===== config.mk =====
export PLATFORM = sky130hd
export DESIGN_NAME = round_robin_cron_event_picker_unit
export DESIGN_NICKNAME = d
export VERILOG_FILES = /design/src/sv/rrc_pkg.sv /design/src/sv/rrc_ctrl.sv /design/src/sv/rrc_datapath.sv /design/src/sv/round_robin_cron_event_picker_unit.sv
export SDC_FILE = /design/constraint.sdc
export NUM_CORES = 2
export LEC_CHECK = 0
export BUFFER_PORTS_ARGS = -buffer_cell sky130_fd_sc_hd__buf_2
export CAP_MARGIN = 20
export CORE_MARGIN = 2
export CORE_UTILIZATION = 63
export DETAILED_ROUTE_END_ITERATION = 10
export PLACE_DENSITY = 0.83
export SETUP_SLACK_MARGIN = 0.1
export SKIP_CTS_REPAIR_TIMING = 1
export SYNTH_ARGS = -nofsm -noshare
export SYNTH_HDL_FRONTEND = slang
export SYNTH_HIERARCHICAL = 1
export SYNTH_SLANG_ARGS = --single-unit

===== constraint.sdc =====
create_clock -name clk -period 12.6 [get_ports clk]
set_input_delay 1.89 -clock clk [delete_from_list [all_inputs] [get_ports clk]]
set_output_delay 1.89 -clock clk [all_outputs]
set_load 0.05 [all_outputs]

===== src/sv/rrc_pkg.sv =====
package rrc_pkg;

  localparam int RRC_SLOTS = 16;
  localparam int RRC_MAX_USED = 16;

  localparam int CNT_W = 5;
  localparam int SLOT_W = 4;
  localparam int KIND_W = 2;
  localparam int MODE_W = 3;
  localparam int TIME_W = 32;
  localparam int HOUR_W = 5;
  localparam int DAY_W = 3;
  localparam int HMASK_W = 24;
  localparam int DMASK_W = 7;
  localparam int MIN_W = 16;
  localparam int SPAN_W = 22;
  localparam int IN_DATA_W = 112;
  localparam int OUT_DATA_W = 8;

  localparam int SECS_PER_MIN = 60;
  localparam int HOURS_PER_DAY = 24;
  localparam int DAYS_PER_WEEK = 7;

  localparam logic [MODE_W-1:0] MODE_PICK = 3'd0;
  localparam logic [MODE_W-1:0] MODE_LOAD = 3'd1;
  localparam logic [MODE_W-1:0] MODE_ZAP = 3'd2;
  localparam logic [MODE_W-1:0] MODE_RESET_TIMES = 3'd3;
  localparam logic [MODE_W-1:0] MODE_DONE = 3'd4;
  localparam logic [MODE_W-1:0] MODE_ALL_DONE = 3'd5;
  localparam logic [MODE_W-1:0] MODE_ATTEMPTED = 3'd6;
  localparam logic [MODE_W-1:0] MODE_SET_POINTER = 3'd7;

  typedef struct packed {
    logic accept;
    logic step;
  } rrc_cmd_t;

  typedef struct packed {
    logic out_busy;
    logic pick_scan;
    logic scan_end;
  } rrc_status_t;

endpackage


===== src/sv/rrc_ctrl.sv =====
module rrc_ctrl
  import rrc_pkg::*;
(
  input  logic        clk,
  input  logic        rst,
  input  logic        s_tvalid,
  output logic        s_tready,
  input  rrc_status_t sts,
  output rrc_cmd_t    cmd
);

  localparam logic ST_IDLE = 1'b0;
  localparam logic ST_SCAN = 1'b1;

  logic state;
  logic state_next;

  always_comb begin
    state_next = state;
    s_tready = 1'b0;
    cmd = '0;
    unique case (state)
      ST_IDLE: begin
        s_tready = !sts.out_busy;
        cmd.accept = s_tvalid && !sts.out_busy;
        if (cmd.accept && sts.pick_scan) begin
          state_next = ST_SCAN;
        end
      end
      ST_SCAN: begin
        cmd.step = 1'b1;
        if (sts.scan_end) begin
          state_next = ST_IDLE;
        end
      end
      default: state_next = ST_IDLE;
    endcase
  end

  always_ff @(posedge clk) begin
    if (rst) begin
      state <= ST_IDLE;
    end else begin
      state <= state_next;
    end
  end

endmodule


===== src/sv/rrc_datapath.sv =====
module rrc_datapath
  import rrc_pkg::*;
#(
  parameter int SLOTS = RRC_SLOTS
) (
  input  logic                  clk,
  input  logic                  rst,
  input  logic [IN_DATA_W-1:0]  s_tdata,
  input  logic [MODE_W-1:0]     s_tuser,
  output logic                  m_tvalid,
  input  logic                  m_tready,
  output logic [OUT_DATA_W-1:0] m_tdata,
  output logic                  m_tuser,
  input  logic                  cfg_valid,
  output logic                  cfg_ready,
  input  logic [CNT_W-1:0]      cfg_data,
  input  rrc_cmd_t              cmd,
  output rrc_status_t           sts
);

  // Only the first sixteen slots can ever be addressed or scanned.
  localparam int LIM = (SLOTS < RRC_MAX_USED) ? SLOTS : RRC_MAX_USED;
  localparam int IW = $clog2(LIM);

  logic [LIM-1:0]     entry_valid;
  logic [KIND_W-1:0]  entry_kind [LIM];
  logic [HMASK_W-1:0] entry_hours [LIM];
  logic [DMASK_W-1:0] entry_days [LIM];
  logic [MIN_W-1:0]   entry_redo [LIM];
  logic [MIN_W-1:0]   entry_retry [LIM];
  logic [TIME_W-1:0]  last_success [LIM];
  logic [TIME_W-1:0]  last_attempt [LIM];
  logic [IW-1:0]      scan_pointer;
  logic [CNT_W-1:0]   event_count;

  logic [TIME_W-1:0]  now_r;
  logic [HOUR_W-1:0]  hour_r;
  logic [DAY_W-1:0]   day_r;
  logic [IW-1:0]      idx;
  logic [CNT_W-1:0]   remain;

  logic [SLOT_W-1:0]  out_slot;
  logic [KIND_W-1:0]  out_kind;
  logic               out_found;
  logic               out_status;

  logic [MODE_W-1:0]  mode;
  logic [TIME_W-1:0]  in_now;
  logic [HOUR_W-1:0]  in_hour;
  logic [DAY_W-1:0]   in_day;
  logic [SLOT_W-1:0]  in_slot;
  logic [KIND_W-1:0]  in_kind;
  logic [HMASK_W-1:0] in_hmask;
  logic [DMASK_W-1:0] in_dmask;
  logic [MIN_W-1:0]   in_redo;
  logic [MIN_W-1:0]   in_retry;

  logic [CNT_W-1:0]   cnt;
  logic               in_range;
  logic [IW-1:0]      sidx;
  logic [IW-1:0]      start;
  logic [CNT_W-1:0]   idx_inc;
  logic [IW-1:0]      next_idx;
  logic [SPAN_W-1:0]  redo_secs;
  logic [SPAN_W-1:0]  retry_secs;
  logic [TIME_W-1:0]  since_success;
  logic [TIME_W-1:0]  since_attempt;
  logic               redo_wait;
  logic               retry_wait;
  logic               mask_ok;
  logic               hit;
  logic               last;
  logic               res_write;
  logic               res_found;
  logic [SLOT_W-1:0]  res_slot;
  logic [KIND_W-1:0]  res_kind;
  logic               res_status;

  assign mode     = s_tuser;
  assign in_now   = s_tdata[31:0];
  assign in_hour  = s_tdata[36:32];
  assign in_day   = s_tdata[39:37];
  assign in_slot  = s_tdata[43:40];
  assign in_kind  = s_tdata[45:44];
  assign in_hmask = s_tdata[69:46];
  assign in_dmask = s_tdata[76:70];
  assign in_redo  = s_tdata[92:77];
  assign in_retry = s_tdata[108:93];

  assign cnt = (event_count < CNT_W'(LIM)) ? event_count : CNT_W'(LIM);
  assign in_range = CNT_W'(in_slot) < cnt;
  assign sidx = in_slot[IW-1:0];
  assign start = (CNT_W'(scan_pointer) < cnt) ? scan_pointer : '0;

  assign idx_inc = CNT_W'(idx) + CNT_W'(1);
  assign next_idx = (idx_inc >= cnt) ? '0 : idx_inc[IW-1:0];

  // Whole minutes elapsed stay below the interval exactly when the elapsed
  // seconds stay below the interval in seconds; a future timestamp counts
  // as no time gone by.
  assign redo_secs = SPAN_W'(entry_redo[idx]) * SPAN_W'(SECS_PER_MIN);
  assign retry_secs = SPAN_W'(entry_retry[idx]) * SPAN_W'(SECS_PER_MIN);
  assign since_success = now_r - last_success[idx];
  assign since_attempt = now_r - last_attempt[idx];
  assign redo_wait = (now_r < last_success[idx]) ? (entry_redo[idx] != '0)
                                                 : (since_success < TIME_W'(redo_secs));
  assign retry_wait = (now_r < last_attempt[idx]) ? (entry_retry[idx] != '0)
                                                  : (since_attempt < TIME_W'(retry_secs));
  assign mask_ok = (hour_r < HOUR_W'(HOURS_PER_DAY)) && entry_hours[idx][hour_r] &&
                   (day_r < DAY_W'(DAYS_PER_WEEK)) && entry_days[idx][day_r];
  assign hit = entry_valid[idx] && mask_ok && !redo_wait && !retry_wait;
  assign last = remain == CNT_W'(1);

  assign sts.out_busy = m_tvalid && !m_tready;
  assign sts.pick_scan = (mode == MODE_PICK) && (cnt != '0);
  assign sts.scan_end = hit || last;

  always_comb begin
    res_write = 1'b0;
    res_found = 1'b0;
    res_slot = '0;
    res_kind = '0;
    res_status = 1'b0;
    if (cmd.accept && !sts.pick_scan) begin
      res_write = 1'b1;
      res_status = (mode != MODE_PICK) && (mode != MODE_ALL_DONE) && !in_range;
    end else if (cmd.step && sts.scan_end) begin
      res_write = 1'b1;
      res_found = hit;
      res_slot = hit ? SLOT_W'(idx) : '0;
      res_kind = hit ? entry_kind[idx] : '0;
    end
  end

  always_ff @(posedge clk) begin
    if (rst) begin
      entry_valid <= '0;
      scan_pointer <= '0;
      event_count <= '0;
      m_tvalid <= 1'b0;
    end else begin
      if (cfg_valid) begin
        event_count <= cfg_data;
      end
      if (res_write) begin
        m_tvalid <= 1'b1;
      end else if (m_tready) begin
        m_tvalid <= 1'b0;
      end
      if (cmd.accept && in_range) begin
        case (mode)
          MODE_LOAD:        entry_valid[sidx] <= 1'b1;
          MODE_ZAP:         entry_valid[sidx] <= 1'b0;
          MODE_SET_POINTER: scan_pointer <= sidx;
          default: ;
        endcase
      end
      if (cmd.step && hit) begin
        scan_pointer <= next_idx;
      end
    end
  end

  always_ff @(posedge clk) begin
    if (cmd.accept && mode == MODE_ALL_DONE) begin
      for (int i = 0; i < LIM; i++) begin
        last_success[i] <= in_now;
        last_attempt[i] <= in_now;
      end
    end
    if (cmd.accept && in_range) begin
      case (mode)
        MODE_LOAD: begin
          entry_kind[sidx] <= in_kind;
          entry_hours[sidx] <= in_hmask;
          entry_days[sidx] <= in_dmask;
          entry_redo[sidx] <= in_redo;
          entry_retry[sidx] <= in_retry;
          last_success[sidx] <= '0;
          last_attempt[sidx] <= '0;
        end
        MODE_RESET_TIMES: begin
          last_success[sidx] <= '0;
          last_attempt[sidx] <= '0;
        end
        MODE_DONE: begin
          last_success[sidx] <= in_now;
          last_attempt[sidx] <= in_now;
        end
        MODE_ATTEMPTED: last_attempt[sidx] <= in_now;
        default: ;
      endcase
    end
    if (cmd.accept && sts.pick_scan) begin
      now_r <= in_now;
      hour_r <= in_hour;
      day_r <= in_day;
      idx <= start;
      remain <= cnt;
    end else if (cmd.step && !sts.scan_end) begin
      idx <= next_idx;
      remain <= remain - CNT_W'(1);
    end
    if (res_write) begin
      out_found <= res_found;
      out_slot <= res_slot;
      out_kind <= res_kind;
      out_status <= res_status;
    end
  end

  assign m_tdata = {1'b0, out_kind, out_slot, out_found};
  assign m_tuser = out_status;
  assign cfg_ready = 1'b1;

endmodule


===== src/sv/round_robin_cron_event_picker_unit.sv =====
// Results: a table edit, or a pick on an empty table, gives its result in the cycle after its
// transaction; a pick first scans k entries (1 to the used slot count, at most 16), one per
// cycle through the shared match check, and its result is registered when the scan ends.
// Flow: edits can follow one per cycle while the output is not stalled, and no new item is
// taken during a pick's scan; the next item is taken in the same cycle as the pending result is.
// Reset: the table is marked empty, the scan pointer and event count go to zero.
module round_robin_cron_event_picker_unit
  import rrc_pkg::*;
#(
  parameter int SLOTS = RRC_SLOTS
) (
  input  logic                  clk,
  input  logic                  rst,
  input  logic                  s_tvalid,
  output logic                  s_tready,
  // now_seconds, hour_now, weekday_now, slot, event_kind, hour_mask, day_mask,
  // redo_minutes, retry_minutes, zero padding
  input  logic [IN_DATA_W-1:0]  s_tdata,
  // mode
  input  logic [MODE_W-1:0]     s_tuser,
  output logic                  m_tvalid,
  input  logic                  m_tready,
  // found, chosen_slot, chosen_kind, zero padding
  output logic [OUT_DATA_W-1:0] m_tdata,
  // status
  output logic                  m_tuser,
  input  logic                  cfg_valid,
  output logic                  cfg_ready,
  input  logic [CNT_W-1:0]      cfg_data
);

  rrc_cmd_t    cmd;
  rrc_status_t sts;

  rrc_ctrl u_ctrl (
    .clk      (clk),
    .rst      (rst),
    .s_tvalid (s_tvalid),
    .s_tready (s_tready),
    .sts      (sts),
    .cmd      (cmd)
  );

  rrc_datapath #(
    .SLOTS (SLOTS)
  ) u_datapath (
    .clk       (clk),
    .rst       (rst),
    .s_tdata   (s_tdata),
    .s_tuser   (s_tuser),
    .m_tvalid  (m_tvalid),
    .m_tready  (m_tready),
    .m_tdata   (m_tdata),
    .m_tuser   (m_tuser),
    .cfg_valid (cfg_valid),
    .cfg_ready (cfg_ready),
    .cfg_data  (cfg_data),
    .cmd       (cmd),
    .sts       (sts)
  );

endmodule

After elaboration in Yosys (flattened, before gate mapping)
Memory sizes are Yosys's and may differ from the RTL's. A register that Yosys moved wholly into a read port is not among the register bits.
Cells that the tools add are included.
- register bits: 82
- memories: 7
- output and inout bits: 12
- memory bits (writable): 2064
- input port bits: 125
- memory list (name ; words ; bits a word ; rd ports ; clocked after memory_dff ; write ports ; RTL line ; text):
    u_datapath.last_attempt ; 16 ; 32 ; 1 ; 1 ; 16 ; rrc_datapath.sv:32 ; logic [TIME_W-1:0] last_attempt [LIM];
    u_datapath.last_success ; 16 ; 32 ; 1 ; 1 ; 16 ; rrc_datapath.sv:31 ; logic [TIME_W-1:0] last_success [LIM];
    u_datapath.entry_hours ; 16 ; 24 ; 1 ; 1 ; 1 ; rrc_datapath.sv:27 ; logic [HMASK_W-1:0] entry_hours [LIM];
    u_datapath.entry_redo ; 16 ; 16 ; 1 ; 1 ; 1 ; rrc_datapath.sv:29 ; logic [MIN_W-1:0] entry_redo [LIM];
    u_datapath.entry_retry ; 16 ; 16 ; 1 ; 1 ; 1 ; rrc_datapath.sv:30 ; logic [MIN_W-1:0] entry_retry [LIM];
    u_datapath.entry_days ; 16 ; 7 ; 1 ; 1 ; 1 ; rrc_datapath.sv:28 ; logic [DMASK_W-1:0] entry_days [LIM];
    1 more memories ; - ; - ; - ; - ; - ; - ;
- magnitude comparators: 15
- equal/unequal tests: 9
- multiply operators: 2
- mux-type cells: 62
- add/subtract/negate cells: 4
- reduce and logical (&&, ||, !) cells: 44
- bitwise gates (word level): 11
- operators by type and width (operator ; number):
    $mux W32 ; 7
    $lt A32 B22 Y1 ; 2
    $lt A32 B32 Y1 ; 2
    $reduce_or A32 Y1 ; 2
    $sub A32 B32 Y32 ; 2
    $mux W4 ; 15
    $mul A16 B4 Y20 const B ; 2
    $pmux W16 S2 ; 1
    $reduce_bool A16 Y1 ; 2
    $mux W1 ; 31
    $logic_and A1 B1 Y1 ; 20
    $and A16 B16 Y16 ; 1
    $not A16 Y16 ; 1
    $or A16 B16 Y16 ; 1
    $mux W5 ; 3
    $eq A3 B3 Y1 const B ; 4
    $lt A4 B5 Y1 ; 2
    $lt A4 B5 Y1 const B ; 2
    $lt A5 B5 Y1 const B ; 2
    $reduce_bool A2 Y1 ; 5
    $logic_not A1 Y1 ; 7
    $eq A3 B2 Y1 const B ; 2
    $lt A5 B6 Y1 const B ; 1
    $add A4 B1 Y5 const B ; 1
    22 further kinds ; 29

Logic depth before layout (Yosys ltp)
- depth after elaboration: 14
- gate-level depth with buffers: 40
- mapped depth without buffers: 34

By module
The synthesis kept the hierarchy.
- by module, submodules not included (module ; area an instance (um^2) ; times used ; seq. area each (um^2) ; cells each):
    rrc_datapath ; 96782.8 ; 1 ; 64291.7 ; 5601
    rrc_ctrl ; 68.8 ; 1 ; 20.0 ; 7

Least setup slack after synthesis
No wires, ideal clock.
- path type: register -> register
- from: register (tool-made name)
- to: register (tool-made name)
- stages on the path, launching flop included: 37
- arrival time: 8809 ps
- library setup time: 123 ps
- data required time: 12477 ps
- buffers on the path: 7
- slack: 3668 ps
- cells stage by stage: dfxtp_1 buf_4 buf_6 buf_6 buf_6 buf_6 buf_2 buf_1 mux4_2 mux4_2 fa_1 fa_1 fa_1 a21o_1 a21oi_1 o21bai_1 a21oi_1 o21bai_1 a21oi_1 o21bai_1 a21oi_1 o21ai_0 nor2b_1 or4_1 a21oi_1 xor2_1 ha_1 a211oi_1 nand3_1 nor3_1 a21oi_1 a211o_1 or4_4 nor2_4 o21ai_2 o21ai_4 mux2_1

==> summary by stage <==
Yosys
The multiplexer share of the synthesized area is 15.4%. The mean area per synthesized cell is 17.3 sq um. The post-synthesis cell count is between 5,000 and 6,000.

After Yosys synthesis, XOR and XNOR cells account for 0.751% of the synthesized area. The sequential element share of the synthesized area is 66.4%. The cell area after synthesis is approximately 97,000 sq um. The flip-flop and latch count after synthesis is 2,152. The async set or reset register ratio after synthesis is 0%. The primary flip-flop cell chosen by synthesis mapping is edfxtp_1. Of the total synthesized cell area, the portion taken by full adders, half adders and majority gates is 3.47%. The number of nets in the synthesized netlist is 5,967. In this run, distinct cell masters in the synthesized netlist total 82. The share of the synthesized area in compound gates (AO/OA/AOI/OAI) is ~3%. The number of enable-type register cells in the synthesized netlist is 2,121. After synthesis, the largest family of logic cells by area is multiplexers. The simple-gate share of the synthesized area is 8.66%. Yosys printed 6 warnings.

Routing
The number of DRC violations after detailed-routing iteration 0 is 8,996. The detail-routed via count per cell is 7.03. The post-detailed-route count of antenna-violating nets is 0. Wires add up to around 280,000 um.

The average wire per standard cell is between 30 and 40 um. The total via count in the routed design is between 50,000 and 60,000. The residual DRC count is 0. The first detailed-routing pass ran for 6 iterations.

Floorplan
The die is 396 um wide. The die boundary height is 396 um. The number of placed I/O pins is between 100 and 150. The floorplan die area is approximately 160,000 sq um. The row count is 143.

The starting utilization of the core area is a little under two thirds. After floorplanning, the core was sized to cover between 150,000 and 200,000 sq um.

Flow run
Across the run, the number of max-cap violations was 0.

Critical path
Data arrives at the worst endpoint at 10.69 ns. Across all register-to-register paths, the minimum setup slack is 2.65 ns. The worst setup path is captured at a register.

The type of origin of the critical path is a register. The critical path is of the reg2reg type. The slowest stage of the critical path is the dfxtp_4 cell. The required time of the worst setup path is 13.34 ns. The cell repeated most along the worst path is a21oi_1. The largest stage delay on the critical path is a little over 0.9 ns.

In this run the worst path has a maximum fanout of 51. Measured in cells, the most critical reg-to-reg path has a length of 28.

Power and ir drop
The analysis attributes to net switching a power of 4.34 mW. The share of total power dissipated in combinational logic is 15.5%. The total power is 16.8 mW.

In this run the static leakage power is 35.9 nW. The switching fraction of total power is 25.9%. In this run the power density over the cells is 157 nW/um^2. The internal power of the cells totals around 12 mW. The share of total power dissipated in sequential elements is 47.7%. IR analysis of the VDD net gives a maximum drop of 0.000135 V.

The proportion of power drawn by the clock network is a little under two fifths.

Placed design
Routability-driven placement finished with a final weighted congestion of about 0.97. The total of buffers placed on input and output ports is 131. The estimated wirelength of the detail-placed design is 144,000 um.

STA
The accumulated negative setup slack is 0 ns. The worst relative slew slack is 22.8%. For the finished layout, the period the worst path requires is ~10 ns. The actual transition at the worst max-transition pin is 1.16 ns.

The maximum operating frequency is 0.101 GHz. On the final layout, the worst clock skew is 0.0368 ns. Setup violations remaining at the end of the flow were counted as 0. The final count of hold timing violations is 0.

The total count of max-transition violations in the final report came to 0. Setup repair after global routing left no endpoint under its margin. The part of the cycle the worst path needs is 79.0%.

Cells and area
The layout overhead on the synthesized area is 10.1%. Leaving out fill and tap cells, the most frequent cells in the layout are edfxtp_1, nor2b_1, mux4_2. The number of nets in the finished design is 6,025. The commonest non-fill, non-tap cell in the layout is edfxtp_1. Cells with a size suffix above 1 make up 22.0% of the layout.

Clocking
The H-tree depth is 4. The total clock buffers created by CTS is 205. The root buffer selected by CTS is clkbuf_16. The source-to-sink clock delay at the later pin of the worst-skew pair is roughly 0.88 ns.

In this run the deepest clock path goes through 3 buffers. Clock-pin slew was measured on the worst setup and hold paths at 0.07 ns. TritonCTS built the clock tree.

For this design, the sink count on the clock tree is 2,152.

Worst hold path
Along the worst hold path, the cell count comes to 2. The type of the worst min-delay path is reg2reg.

GRT
The maximum number of pins on one net before global-route repair is ~110. After global routing the overflow that remains totals 0. The wire length of the first global-routing pass is slightly below 400,000 um.

The number of antenna violations at the first check in global routing is 33. The total global routing track utilization is 35.0%. The via count of the first global-routing pass is 56,200.

Outcome
The run finished with clean final reports.
## cell type report
type / count / area [sq um]
repair buffers: 253 / 1650
well taps: 2030 / 2540
inverters: 184 / 691
clock inverters: 127 / 1220
multi-input cells: 2870 / 30800
clock buffers: 251 / 5380
diodes: 20 / 50.0
fillers: 8924 / 45600
flip-flops and latches: 2152 / 64300
## cells by family (layout without fill, tap and decap cells)
family / count (synthesis) / count (layout)
flip-flops: 2152 / 2152
buffers and inverters: 586 / 815
other: 2 / 22
XOR/XNOR: 83 / 83
AND/OR/NAND/NOR: 1419 / 1419
multiplexers: 700 / 700
adder cells (fa/ha/maj): 234 / 234
AO/OA/AOI/OAI: 432 / 432
## Yosys cell counts (11+ instances only)
| master | instances | area [sq um] |
|---|---|---|
| a21o_1 | 83 | 623 |
| a21oi_1 | 107 | 536 |
| a311oi_1 | 14 | 123 |
| and2_1 | 11 | 68.8 |
| and3_1 | 15 | 93.8 |
| buf_1 | 40 | 150 |
| buf_2 | 22 | 110 |
| clkbuf_1 | 324 | 1220 |
| dfxtp_1 | 31 | 621 |
| edfxtp_1 | 2121 | 63700 |
| fa_1 | 58 | 1160 |
| ha_1 | 176 | 2200 |
| inv_1 | 182 | 683 |
| mux2_2 | 21 | 236 |
| mux2i_1 | 46 | 460 |
| mux4_2 | 627 | 14100 |
| nand2_1 | 72 | 270 |
| nand2b_1 | 17 | 106 |
| nand3_1 | 38 | 190 |
| nand4_1 | 27 | 169 |
| nor2_1 | 109 | 409 |
| nor2b_1 | 1051 | 6580 |
| nor3_1 | 36 | 180 |
| o21a_1 | 13 | 97.6 |
| o21ai_0 | 100 | 500 |
| o21bai_1 | 18 | 135 |
| xnor2_1 | 47 | 412 |
| xor2_1 | 36 | 315 |
## power groups by stage
stage	Clock, mW	Sequential, mW	Combinational, mW
2_1_floorplan	0	8.14	1.82
3_3_place_gp	0	8.15	2.40
3_5_place_dp	0	8.16	2.47
4_1_cts	6.18	8.01	2.54
5_1_grt	6.44	8.01	2.83
6_report	6.17	8.01	2.59
## metrics by stage
step / hold WS [ns] / cell area [sq um] / cells / worst slack (ns) / utilization, %
3_3_place_gp: 0.476 / 100000 / 7487 / 3.03 / 65.7
5_1_grt: 0.511 / 107000 / 7876 / 2.10 / 70.0
4_1_cts: 0.501 / 107000 / 7867 / 2.79 / 70.0
2_1_floorplan: 0.461 / 96900 / 5608 / 3.67 / -
3_5_place_dp: 0.485 / 100000 / 7489 / 2.94 / 65.7
6_report: 0.506 / 107000 / 7887 / 2.65 / 70.0
## flip-flops by register name, indices dropped and copies added (netlist names), 32 cells and up, named ones only
signal and flops:
u_datapath/entry_hours 384, u_datapath/entry_retry 256, u_datapath/now_r 32, u_datapath/entry_redo 256, u_datapath/last_success 512, u_datapath/last_attempt 512, u_datapath/entry_kind 32, u_datapath/entry_days 112
## worst max-delay path by stage
stage / endpoint / cells after the start / slack, ns
final: register / 28 / 2.65
after CTS: register / 28 / 2.79
after floorplan: register / 36 / 3.67
after global routing: register / 28 / 2.10
after detailed placement: register / 30 / 2.94
after global placement: register / 28 / 3.03
## per-layer routing
layer | wire length, um | up-vias | GRT usage [%]
met3 | 37500 | 991 | 9.70
met2 | 132000 | 4660 | 54.6
met4 | 15600 | 22 | 16.3
met5 | 275 | - | 0.739
met1 | 91800 | 28100 | 46.5
li1 | - | 21700 | -
## critical path, delay by kind of cell (launching register included)
family | cells | cell delay [ns]
compound gates | 8 | 1.77
xor+xnor | 1 | 0.17
fa+ha+maj | 4 | 1.61
buf+inv | 4 | 1.62
flops | 1 | 0.93
mux | 3 | 1.24
simple gates | 8 | 2.32
Note: power is estimated with default switching activity, not from simulation.
